**src/hw/rtl/assert_macros.svh**
```systemverilog
// assertion macros shared by the frame allocator rtl
// no dependencies; included by the modules that carry assertions
`ifndef ASSERT_MACROS_SVH
`define ASSERT_MACROS_SVH

`ifndef NO_ASSERTIONS

// expression must hold at every clock edge outside reset
`define ASSERT_ALWAYS(lbl, clk, rst, expr, msg) \
   lbl: assert property (@(posedge clk) disable iff (rst) (expr)) else $error(msg);

// temporal property checked at every clock edge outside reset
`define ASSERT_PROP(lbl, clk, rst, prop, msg) \
   lbl: assert property (@(posedge clk) disable iff (rst) prop) else $error(msg);

`else

`define ASSERT_ALWAYS(lbl, clk, rst, expr, msg)
`define ASSERT_PROP(lbl, clk, rst, prop, msg)

`endif

`endif

```
**src/hw/rtl/otfa_pkg.sv**
```systemverilog
// shared types, codes and default sizes for the owner tagged frame allocator
// no dependencies; imported by every module of the block
package otfa_pkg;

   // field widths of the transaction payloads
   localparam int OPCODE_W = 2;
   localparam int OWNER_W  = 8;
   localparam int FRAMES_W = 7;
   localparam int STATUS_W = 2;
   localparam int FIRST_W  = 6;
   localparam int TOTAL_W  = 32;

   // default sizes
   localparam int NUM_FRAMES_DEF  = 64;
   localparam int QUEUE_DEPTH_DEF = 16;
   localparam int OWNER_BITS_DEF  = 8;

   // request opcodes
   localparam logic [OPCODE_W-1:0] OP_ALLOC   = 2'd0;
   localparam logic [OPCODE_W-1:0] OP_RELEASE = 2'd1;
   localparam logic [OPCODE_W-1:0] OP_STATUS  = 2'd2;

   // response status codes
   localparam logic [STATUS_W-1:0] ST_DONE       = 2'd0;
   localparam logic [STATUS_W-1:0] ST_NO_FRAMES  = 2'd1;
   localparam logic [STATUS_W-1:0] ST_QUEUE_FULL = 2'd2;

   typedef struct packed {
      logic [OPCODE_W-1:0] opcode;
      logic [OWNER_W-1:0]  owner_id;
      logic [FRAMES_W-1:0] frames_wanted;
   } req_type;

   typedef struct packed {
      logic [STATUS_W-1:0] status;
      logic [FIRST_W-1:0]  first_frame;
      logic [FRAMES_W-1:0] free_frames;
      logic                owner_present;
      logic [FRAMES_W-1:0] owner_frames;
      logic                oldest_valid;
      logic [OWNER_W-1:0]  oldest_owner;
      logic [TOTAL_W-1:0]  paged_in_total;
      logic [TOTAL_W-1:0]  paged_out_total;
   } rsp_type;

   // controls broadcast to every frame cell
   typedef struct packed {
      logic wr;     // tag the addressed frame with the write owner
      logic load;   // capture owner match into the hit chain
      logic clear;  // with load: drop the tags that match
   } cell_ctrl_type;

endpackage

```
**src/hw/rtl/otfa_cell.sv**
```systemverilog
// one frame cell: owner tag of a single frame plus one stage of the hit chain
// depends on otfa_pkg
module otfa_cell
   import otfa_pkg::*;
#(
   parameter int OWNER_BITS = OWNER_BITS_DEF,
   parameter int FW         = 6,
   parameter int INDEX      = 0
) (
   input  logic                  clock,
   input  logic                  reset,
   input  cell_ctrl_type         ctrl,
   input  logic [FW-1:0]         wr_frame,
   input  logic [OWNER_BITS-1:0] wr_owner,
   input  logic [OWNER_BITS-1:0] cmp_owner,
   input  logic                  hit_in,
   output logic                  hit_out
);

   logic                  tag_valid_ff;
   logic [OWNER_BITS-1:0] tag_owner_ff;
   logic                  hit_ff;
   logic                  match;
   logic                  selected;

   assign match    = tag_valid_ff && (tag_owner_ff == cmp_owner);
   assign selected = ctrl.wr && (wr_frame == FW'(INDEX));

   // owner tag
   always_ff @(posedge clock) begin
      if (reset) begin
         tag_valid_ff <= 1'b0;
      end else if (selected) begin
         tag_valid_ff <= 1'b1;
      end else if (ctrl.load && ctrl.clear && match) begin
         tag_valid_ff <= 1'b0;
      end
   end

   always_ff @(posedge clock) begin
      if (selected) begin
         tag_owner_ff <= wr_owner;
      end
   end

   // hit chain stage: load on scan start, otherwise shift toward frame zero
   always_ff @(posedge clock) begin
      if (reset) begin
         hit_ff <= 1'b0;
      end else if (ctrl.load) begin
         hit_ff <= match;
      end else begin
         hit_ff <= hit_in;
      end
   end

   assign hit_out = hit_ff;

endmodule

```
**src/hw/rtl/otfa_stack.sv**
```systemverilog
// free frame stack memory with a low-water mark standing in for the reset fill
// depends on otfa_pkg
module otfa_stack
   import otfa_pkg::*;
#(
   parameter int NUM_FRAMES = NUM_FRAMES_DEF,
   parameter int FW         = (NUM_FRAMES > 1) ? $clog2(NUM_FRAMES) : 1
) (
   input  logic          clock,
   input  logic          reset,
   input  logic          rd_en,
   input  logic [FW-1:0] rd_addr,
   output logic [FW-1:0] rd_data,
   input  logic          wr_en,
   input  logic [FW-1:0] wr_addr,
   input  logic [FW-1:0] wr_data
);

   localparam int CW = $clog2(NUM_FRAMES + 1);

   logic [FW-1:0] stack_mem [NUM_FRAMES];
   logic [FW-1:0] rd_mem_ff;
   logic [FW-1:0] rd_addr_ff;
   logic          rd_init_ff;
   logic [CW-1:0] low_water_ff;
   logic          below_mark;

   // an entry below every depth reached so far was never pushed: it holds its index
   assign below_mark = CW'(rd_addr) < low_water_ff;

   always_ff @(posedge clock) begin
      if (wr_en) begin
         stack_mem[wr_addr] <= wr_data;
      end
   end

   always_ff @(posedge clock) begin
      if (rd_en) begin
         rd_mem_ff  <= stack_mem[rd_addr];
         rd_addr_ff <= rd_addr;
         rd_init_ff <= below_mark;
      end
   end

   // lowest stack depth ever popped
   always_ff @(posedge clock) begin
      if (reset) begin
         low_water_ff <= CW'(NUM_FRAMES);
      end else if (rd_en && below_mark) begin
         low_water_ff <= CW'(rd_addr);
      end
   end

   assign rd_data = rd_init_ff ? rd_addr_ff : rd_mem_ff;

endmodule

```
**src/hw/rtl/owner_tagged_frame_allocator.sv**
```systemverilog
// top level of the owner tagged frame allocator: sequencer, owner queue, cell row
// depends on otfa_pkg, otfa_cell, otfa_stack and assert_macros.svh
//
// Usage: a request transaction on req_* carries an opcode (allocate, release,
// status), an owner id and a frame count. Each request yields exactly one
// response transaction on rsp_* with the status, the first frame granted, the
// free frame count, the owner's holdings, the oldest queued owner and the two
// saturating page counters. Both channels use valid and stall.
// Frame tags live in a row of cells; every request ends with one pass that
// shifts the owner-match bits out of the row, one frame per cycle in ascending
// order, and a granted allocation first pops its frames off the free stack
// memory one by one, each through a read state and a tag state around its
// registered read. One request is in service at a time; req_stall is high
// while it is, so the next request is taken only after the response of the
// current one has been loaded into the output register.
// A response waiting on rsp_stall does not block the next request, which is
// taken at once; its own response is held until the output register is free.
// Reset: synchronous, active high; all frames free with the stack holding
// frame numbers in ascending order, the queue empty and the counters at zero.
// No clearing pass is needed after reset.
`include "assert_macros.svh"

module owner_tagged_frame_allocator
   import otfa_pkg::*;
#(
   parameter int NUM_FRAMES  = NUM_FRAMES_DEF,
   parameter int QUEUE_DEPTH = QUEUE_DEPTH_DEF,
   parameter int OWNER_BITS  = OWNER_BITS_DEF
) (
   input  logic    clock,
   input  logic    reset,
   input  logic    req_valid,
   output logic    req_stall,
   input  req_type req_data,
   output logic    rsp_valid,
   input  logic    rsp_stall,
   output rsp_type rsp_data
);

   localparam int FW   = (NUM_FRAMES > 1) ? $clog2(NUM_FRAMES) : 1;
   localparam int CW   = $clog2(NUM_FRAMES + 1);
   localparam int QAW  = (QUEUE_DEPTH > 1) ? $clog2(QUEUE_DEPTH) : 1;
   localparam int QCW  = $clog2(QUEUE_DEPTH + 1);
   localparam int OUSE = (OWNER_BITS < OWNER_W) ? OWNER_BITS : OWNER_W;
   localparam int WCW  = (CW > FRAMES_W) ? CW : FRAMES_W;

   typedef enum logic [2:0] {
      S_IDLE,
      S_DECIDE,
      S_ALLOC_RD,
      S_ALLOC_WR,
      S_SCAN_LOAD,
      S_SCAN,
      S_RESPOND
   } state_type;

   state_type             state_ff;
   logic [OPCODE_W-1:0]   op_ff;
   logic [OWNER_BITS-1:0] owner_ff;
   logic [FRAMES_W-1:0]   wanted_ff;
   logic [FRAMES_W-1:0]   remaining_ff;
   logic [STATUS_W-1:0]   status_ff;
   logic [FW-1:0]         first_ff;
   logic                  first_pending_ff;
   logic [CW-1:0]         free_count_ff;
   logic [CW-1:0]         held_ff;
   logic [FW-1:0]         step_ff;
   logic [QAW-1:0]        head_ff;
   logic [QCW-1:0]        queue_count_ff;
   logic [TOTAL_W-1:0]    pages_in_ff;
   logic [TOTAL_W-1:0]    pages_out_ff;
   logic                  rsp_valid_ff;
   rsp_type               rsp_ff;

   logic [OWNER_BITS-1:0] queue_mem [QUEUE_DEPTH];
   logic [OWNER_BITS-1:0] q_head_ff;

   logic                  req_take;
   logic                  no_frames;
   logic                  q_full;
   logic                  grant;
   logic [STATUS_W-1:0]   decide_status;
   logic                  q_wr_en;
   logic [QAW:0]          tail_sum;
   logic [QAW-1:0]        tail_idx;
   logic [QAW-1:0]        head_next;
   logic [TOTAL_W:0]      pages_in_sum;
   logic                  is_release;
   logic                  last_step;
   logic                  out_free;

   cell_ctrl_type         cell_ctrl;
   logic [NUM_FRAMES:0]   hit_link;
   logic                  stk_rd_en;
   logic [FW-1:0]         stk_rd_addr;
   logic [FW-1:0]         stk_rd_data;
   logic                  stk_wr_en;

   assign req_stall = (state_ff != S_IDLE);
   assign req_take  = req_valid && !req_stall;
   assign out_free  = !rsp_valid_ff || !rsp_stall;

   // allocation decision
   assign no_frames = WCW'(wanted_ff) > WCW'(free_count_ff);
   assign q_full    = queue_count_ff >= QCW'(QUEUE_DEPTH);
   assign grant     = (op_ff == OP_ALLOC) && !no_frames && !q_full;
   assign q_wr_en   = (state_ff == S_DECIDE) && grant;
   assign is_release = (op_ff == OP_RELEASE);

   // refusal order: too few frames first, then a full queue
   assign decide_status = (op_ff != OP_ALLOC) ? ST_DONE
                        : no_frames ? ST_NO_FRAMES
                        : q_full ? ST_QUEUE_FULL : ST_DONE;

   // queue tail and head wrap for any depth
   assign tail_sum  = (QAW+1)'(head_ff) + (QAW+1)'(queue_count_ff);
   assign tail_idx  = (tail_sum >= (QAW+1)'(QUEUE_DEPTH))
                      ? QAW'(tail_sum - (QAW+1)'(QUEUE_DEPTH)) : QAW'(tail_sum);
   assign head_next = (head_ff == QAW'(QUEUE_DEPTH - 1)) ? '0 : head_ff + 1'b1;

   assign pages_in_sum = {1'b0, pages_in_ff} + (TOTAL_W+1)'(wanted_ff);
   assign last_step    = (step_ff == FW'(NUM_FRAMES - 1));

   // owner queue memory, head read registered every cycle
   always_ff @(posedge clock) begin
      if (q_wr_en) begin
         queue_mem[tail_idx] <= owner_ff;
      end
   end

   always_ff @(posedge clock) begin
      q_head_ff <= queue_mem[head_ff];
   end

   // free stack ports
   assign stk_rd_en   = (state_ff == S_ALLOC_RD);
   assign stk_rd_addr = FW'(free_count_ff - 1'b1);
   assign stk_wr_en   = (state_ff == S_SCAN) && is_release && hit_link[0]
                        && (free_count_ff < CW'(NUM_FRAMES));

   otfa_stack #(
      .NUM_FRAMES (NUM_FRAMES),
      .FW         (FW)
   ) u_stack (
      .clock   (clock),
      .reset   (reset),
      .rd_en   (stk_rd_en),
      .rd_addr (stk_rd_addr),
      .rd_data (stk_rd_data),
      .wr_en   (stk_wr_en),
      .wr_addr (FW'(free_count_ff)),
      .wr_data (step_ff)
   );

   // row of frame cells; hit bits shift toward frame zero
   always_comb begin
      cell_ctrl.wr    = (state_ff == S_ALLOC_WR);
      cell_ctrl.load  = (state_ff == S_SCAN_LOAD);
      cell_ctrl.clear = is_release;
   end

   assign hit_link[NUM_FRAMES] = 1'b0;

   for (genvar k = 0; k < NUM_FRAMES; k++) begin : g_cell
      otfa_cell #(
         .OWNER_BITS (OWNER_BITS),
         .FW         (FW),
         .INDEX      (k)
      ) u_cell (
         .clock     (clock),
         .reset     (reset),
         .ctrl      (cell_ctrl),
         .wr_frame  (stk_rd_data),
         .wr_owner  (owner_ff),
         .cmp_owner (owner_ff),
         .hit_in    (hit_link[k+1]),
         .hit_out   (hit_link[k])
      );
   end

   // sequencer with its registered outputs
   always_ff @(posedge clock) begin
      if (reset) begin
         state_ff         <= S_IDLE;
         free_count_ff    <= CW'(NUM_FRAMES);
         head_ff          <= '0;
         queue_count_ff   <= '0;
         pages_in_ff      <= '0;
         pages_out_ff     <= '0;
         rsp_valid_ff     <= 1'b0;
         first_pending_ff <= 1'b0;
      end else begin
         // output register: loaded when the response is built, freed when taken
         if ((state_ff == S_RESPOND) && out_free) begin
            rsp_valid_ff <= 1'b1;
         end else if (rsp_valid_ff && !rsp_stall) begin
            rsp_valid_ff <= 1'b0;
         end
         case (state_ff)
            S_IDLE: begin
               if (req_take) begin
                  op_ff     <= req_data.opcode;
                  owner_ff  <= OWNER_BITS'(req_data.owner_id[OUSE-1:0]);
                  wanted_ff <= req_data.frames_wanted;
                  state_ff  <= S_DECIDE;
               end
            end
            S_DECIDE: begin
               status_ff        <= decide_status;
               first_ff         <= '0;
               first_pending_ff <= grant;
               state_ff         <= (grant && (wanted_ff != '0)) ? S_ALLOC_RD
                                                                 : S_SCAN_LOAD;
               case (op_ff)
                  OP_ALLOC: begin
                     if (grant) begin
                        pages_in_ff    <= pages_in_sum[TOTAL_W] ? '1
                                          : pages_in_sum[TOTAL_W-1:0];
                        queue_count_ff <= queue_count_ff + 1'b1;
                        remaining_ff   <= wanted_ff;
                     end
                  end
                  OP_RELEASE: begin
                     if (queue_count_ff != '0) begin
                        head_ff        <= head_next;
                        queue_count_ff <= queue_count_ff - 1'b1;
                     end
                  end
                  default: begin
                  end
               endcase
            end
            // pop one frame: read the stack top
            S_ALLOC_RD: begin
               free_count_ff <= free_count_ff - 1'b1;
               remaining_ff  <= remaining_ff - 1'b1;
               state_ff      <= S_ALLOC_WR;
            end
            // popped frame arrives: tag it
            S_ALLOC_WR: begin
               if (first_pending_ff) begin
                  first_ff         <= stk_rd_data;
                  first_pending_ff <= 1'b0;
               end
               state_ff <= (remaining_ff == '0) ? S_SCAN_LOAD : S_ALLOC_RD;
            end
            S_SCAN_LOAD: begin
               held_ff  <= '0;
               step_ff  <= '0;
               state_ff <= S_SCAN;
            end
            // one frame per cycle, ascending
            S_SCAN: begin
               if (hit_link[0]) begin
                  if (is_release) begin
                     if (pages_out_ff != '1) begin
                        pages_out_ff <= pages_out_ff + 1'b1;
                     end
                     if (free_count_ff < CW'(NUM_FRAMES)) begin
                        free_count_ff <= free_count_ff + 1'b1;
                     end
                  end else begin
                     held_ff <= held_ff + 1'b1;
                  end
               end
               step_ff <= step_ff + 1'b1;
               if (last_step) begin
                  state_ff <= S_RESPOND;
               end
            end
            S_RESPOND: begin
               if (out_free) begin
                  rsp_ff.status          <= status_ff;
                  rsp_ff.first_frame     <= FIRST_W'(first_ff);
                  rsp_ff.free_frames     <= FRAMES_W'(free_count_ff);
                  rsp_ff.owner_present   <= (held_ff != '0);
                  rsp_ff.owner_frames    <= FRAMES_W'(held_ff);
                  rsp_ff.oldest_valid    <= (queue_count_ff != '0);
                  rsp_ff.oldest_owner    <= (queue_count_ff != '0)
                                            ? OWNER_W'(q_head_ff) : '0;
                  rsp_ff.paged_in_total  <= pages_in_ff;
                  rsp_ff.paged_out_total <= pages_out_ff;
                  state_ff               <= S_IDLE;
               end
            end
            default: begin
               state_ff <= S_IDLE;
            end
         endcase
      end
   end

   assign rsp_valid = rsp_valid_ff;
   assign rsp_data  = rsp_ff;

   // checks
   `ASSERT_ALWAYS(a_free_range, clock, reset, free_count_ff <= CW'(NUM_FRAMES), "free count high")
   `ASSERT_ALWAYS(a_queue_range, clock, reset, queue_count_ff <= QCW'(QUEUE_DEPTH), "queue overfull")
   `ASSERT_ALWAYS(a_pop_nonempty, clock, reset, (state_ff != S_ALLOC_RD) || (free_count_ff != '0), "empty pop")
   `ASSERT_PROP(a_pages_in_mono, clock, reset, 1'b1 |=> (pages_in_ff >= $past(pages_in_ff)), "paged in fell")

endmodule

```
**config.mk**
```make
export PLATFORM = sky130hd
export DESIGN_NAME = owner_tagged_frame_allocator
export DESIGN_NICKNAME = d
export VERILOG_FILES = /design/src/hw/rtl/otfa_pkg.sv /design/src/hw/rtl/otfa_cell.sv /design/src/hw/rtl/otfa_stack.sv /design/src/hw/rtl/owner_tagged_frame_allocator.sv
export VERILOG_INCLUDE_DIRS = /design/src /design/src/hw/rtl
export SDC_FILE = /design/constraint.sdc
export NUM_CORES = 2
export LEC_CHECK = 0
export ABC_AREA = 1
export BUFFER_PORTS_ARGS = -buffer_cell sky130_fd_sc_hd__buf_2
export CAP_MARGIN = 20
export CORE_MARGIN = 1.5
export CORE_UTILIZATION = 45
export DETAILED_ROUTE_END_ITERATION = 16
export GPL_TIMING_DRIVEN = 1
export PLACE_DENSITY = 0.62
export SETUP_SLACK_MARGIN = 0.15
export SLEW_MARGIN = 20
export SYNTH_ARGS = -nofsm -noshare
export SYNTH_HDL_FRONTEND = slang
export SYNTH_SLANG_ARGS = --single-unit
```
**constraint.sdc**
```tcl
create_clock -name clock -period 9.35 [get_ports clock]
set_input_delay 0.935 -clock clock [delete_from_list [all_inputs] [get_ports clock]]
set_output_delay 0.935 -clock clock [all_outputs]
set_load 0.05 [all_outputs]
```
==> metrics.csv <==
stage;metric;value;unit
power_and_ir_drop;power_frac_seq;49.3;%
routing;vias;36400;
clocking;cts_max_level;4;
global_routing;grt_max_degree;146;
critical_path;rrSetupSlack;5070;ps
routing;drc;0;
clocking;cts_tree;yes;
synthesis;avgSynthCellArea;12.1;um^2
routing;drt-vias-per-instance;5.38;
timing;tightest_slew;1110;ps
clocking;post-cts-setup-buffer-count;0;
final_layout;syn2layout_area_growth;11.9;%
routing;ant_nets;0;
clocking;cts_buffer_depth;3;
timing;timing.setup.tns;0;ps
clocking;clkTransAtPathRegs;60;ps
timing;min_period_over_period;45.8;%
clocking;cts_hold_buf;0;
synthesis;syn_area;0.0584;mm^2
power_and_ir_drop;clkPwrFrac;40.7;%
power_and_ir_drop;netSwitchingFraction;24.7;%
power_and_ir_drop;p_per_area;216;mW/mm^2
global_routing;overflow;0;
synthesis;async_reset_ff_share;0;%
synthesis;ys_seq_elements;1406;
floorplan;die_h;363;um
clocking;clock-root-buffer;clkbuf_16;
hold_path;hp-start;req_data[13];
routing;drt-wirelength-per-cell;20.0;um
floorplan;io_pins;119;
synthesis;synthCells;4832;
clocking;numCtsBuffers;147;
timing;fin_crit;4280;ps
timing;finalMaxSlewViolations;0;
floorplan;placeableCoreArea;0.128;mm^2
final_layout;layout_common_cells;1178 x edfxtp_1, 675 x nor2_1, 495 x nand2_1;
floorplan;design.die.area;0.132;mm^2
global_routing;antenna_found_initial;0;
job;timing.max_cap.violations;0;
synthesis;yosys.cell_types.count;46;
critical_path;reg2reg_from;free_count_ff[0];
synthesis;synth-seq-area-share;68.4;%
synthesis;synth_edf_count;1178;
critical_path;crit_path_max_fanout;89;
final_layout;mostFrequentLayoutCell;edfxtp_1;
floorplan;initial_utilization;45.6;%
synthesis;synth-warning-count;0;
hold_path;min_path_type;in -> reg;
routing;wl;135000;um
final_layout;layout.nets;4971;
synthesis;synth_nets;4889;
power_and_ir_drop;p_leak;21.3;nW
placement;port_buffers;118;
final_layout;insertedDiodeCount;0;
placement;dp_hpwl;77400;um
timing;rsz0062_at_grt;no;
critical_path;required;9990;ps
critical_path;worstPathArrival;4920;ps
timing;clock_skew;42.0;ps
critical_path;endpoint_kind;flop;
clocking;cts.sinks;1406;
final_layout;drive_above_1_share;8.83;%
power_and_ir_drop;intPower;10.6;mW
critical_path;critPathKind;reg -> reg;
routing;drt-initial-drc-count;3233;
global_routing;grt_pass1_wl;209000;um
placement;gp_congestion;0.919;
critical_path;startpoint_type;flop;
outcome;status;finished clean;
power_and_ir_drop;combPwrFrac;10.0;%
synthesis;synth-main-ff-cell;edfxtp_1;
critical_path;crit_start;free_count_ff[0];
power_and_ir_drop;ir_drop;0.191;mV
timing;max_freq;234;MHz
floorplan;fp.dieW;363;um
clocking;postCtsResizedCells;0;
power_and_ir_drop;power;14.1;mW
floorplan;rows;131;
timing;setup_viol;0;
timing;hold_viol;0;
global_routing;grtUsageTotal;20.4;%
clocking;clock_latency;780;ps
timing;worst_slew_margin_rel;26.1;%
power_and_ir_drop;power_switching;3.49;mW
global_routing;grt_pass1_vias;35900;
routing;drt_pass1_iterations;6;
[cell type report]
class | count | area [um^2]
Multi-Input combinational cell | 2994 | 16700
Clock buffer | 199 | 3960
Inverter | 202 | 763
Sequential cell | 1406 | 39900
Fill cell | 11100 | 62800
Clock inverter | 73 | 802
Tap cell | 1729 | 2160
Timing Repair Buffer | 163 | 997
[per-stage QoR]
step	util, %	hold WS, ps	instance area (um^2)	std cells	setup WS, ps
2_1_floorplan	-	400	58400	4832	865
3_3_place_gp	47.3	405	60600	6494	5240
3_5_place_dp	47.3	405	60600	6494	5190
4_1_cts	51.0	278	65400	6766	5180
5_1_grt	51.0	305	65400	6766	4740
6_report	51.0	339	65400	6766	5070
[layer usage]
| layer | global-route usage, % | part of all wire (%) | vias up |
|---|---|---|---|
| met1 | 27.1 | 43 | 17900 |
| met3 | 3.47 | 5.4 | 236 |
| met2 | 34.0 | 48 | 1052 |
| met4 | 7.22 | 3.0 | 0 |
| met5 | 0 | 0 | - |
| li1 | - | - | 17200 |
[power by group through the flow]
stage / combinational [mW] / sequential (mW) / clock (mW)
finish: 1.41 / 6.95 / 5.74
global route: 1.56 / 6.95 / 6.10
CTS: 1.41 / 6.95 / 5.86
detailed placement: 1.41 / 7.08 / 0
global placement: 1.39 / 7.08 / 0
floorplan: 0.933 / 7.09 / 0
[critical path, stage by stage (launching register included)]
cell     delay, ps
dfxtp_4        780
inv_4          500
nand2_1        280
inv_1           80
nand2_1         70
nand2_2        370
inv_2          640
ha_1           350
nand3_1         90
a21oi_1         40
o21ai_0        270
nand2_1        290
o21ai_0        250
a21oi_1         50
[kinds of logic after synthesis]
family | after synthesis | synth area share, %
buffers and inverters | 432 | 3.05
xor gates and xnor gates | 549 | 8.25
adders and majority gates | 36 | 0.810
and+or+nand+nor | 1634 | 12.1
AOI/OAI and AO/OA | 775 | 7.38
DFF | 1406 | 68.4
[state kept, by name, summed over array words and instances, names as in the netlist, 5 cells and up]
register and flops:
step_ff 6, g_cell.u_cell.tag_owner_ff 512, first_ff 6, g_cell.u_cell.tag_valid_ff 64, rsp_data 96, queue_count_ff 5
owner_ff 8, pages_out_ff 32, g_cell.u_cell.hit_out 64, free_count_ff 7, q_head_ff 8, u_stack.rd_mem_ff 6
pages_in_ff 32, remaining_ff 7, queue_mem 128, u_stack.rd_addr_ff 6, u_stack.low_water_ff 7, held_ff 7
wanted_ff 7, u_stack.stack_mem 384
[cells in the mapped netlist (70+ instances only)]
| master | count | area, um^2 |
|---|---|---|
| clkbuf_1 | 126 | 473 |
| xnor2_1 | 404 | 3540 |
| nand4_1 | 70 | 438 |
| nor2_1 | 676 | 2540 |
| xor2_1 | 144 | 1260 |
| nand3_1 | 246 | 1230 |
| a21oi_1 | 229 | 1150 |
| o21ai_0 | 379 | 1900 |
| dfxtp_1 | 228 | 4560 |
| inv_1 | 186 | 698 |
| buf_2 | 91 | 455 |
| nand2_1 | 495 | 1860 |
| edfxtp_1 | 1178 | 35400 |
[worst paths after layout]
check / endpoint / cells after the start
setup reg to reg: u_stack.low_water_ff[5] / 13
hold reg to reg: rsp_data[90] / 0
setup / recovery: u_stack.low_water_ff[5] / 13
hold / removal: owner_ff[6] / 1
Note: power is estimated with default switching activity, not from simulation.
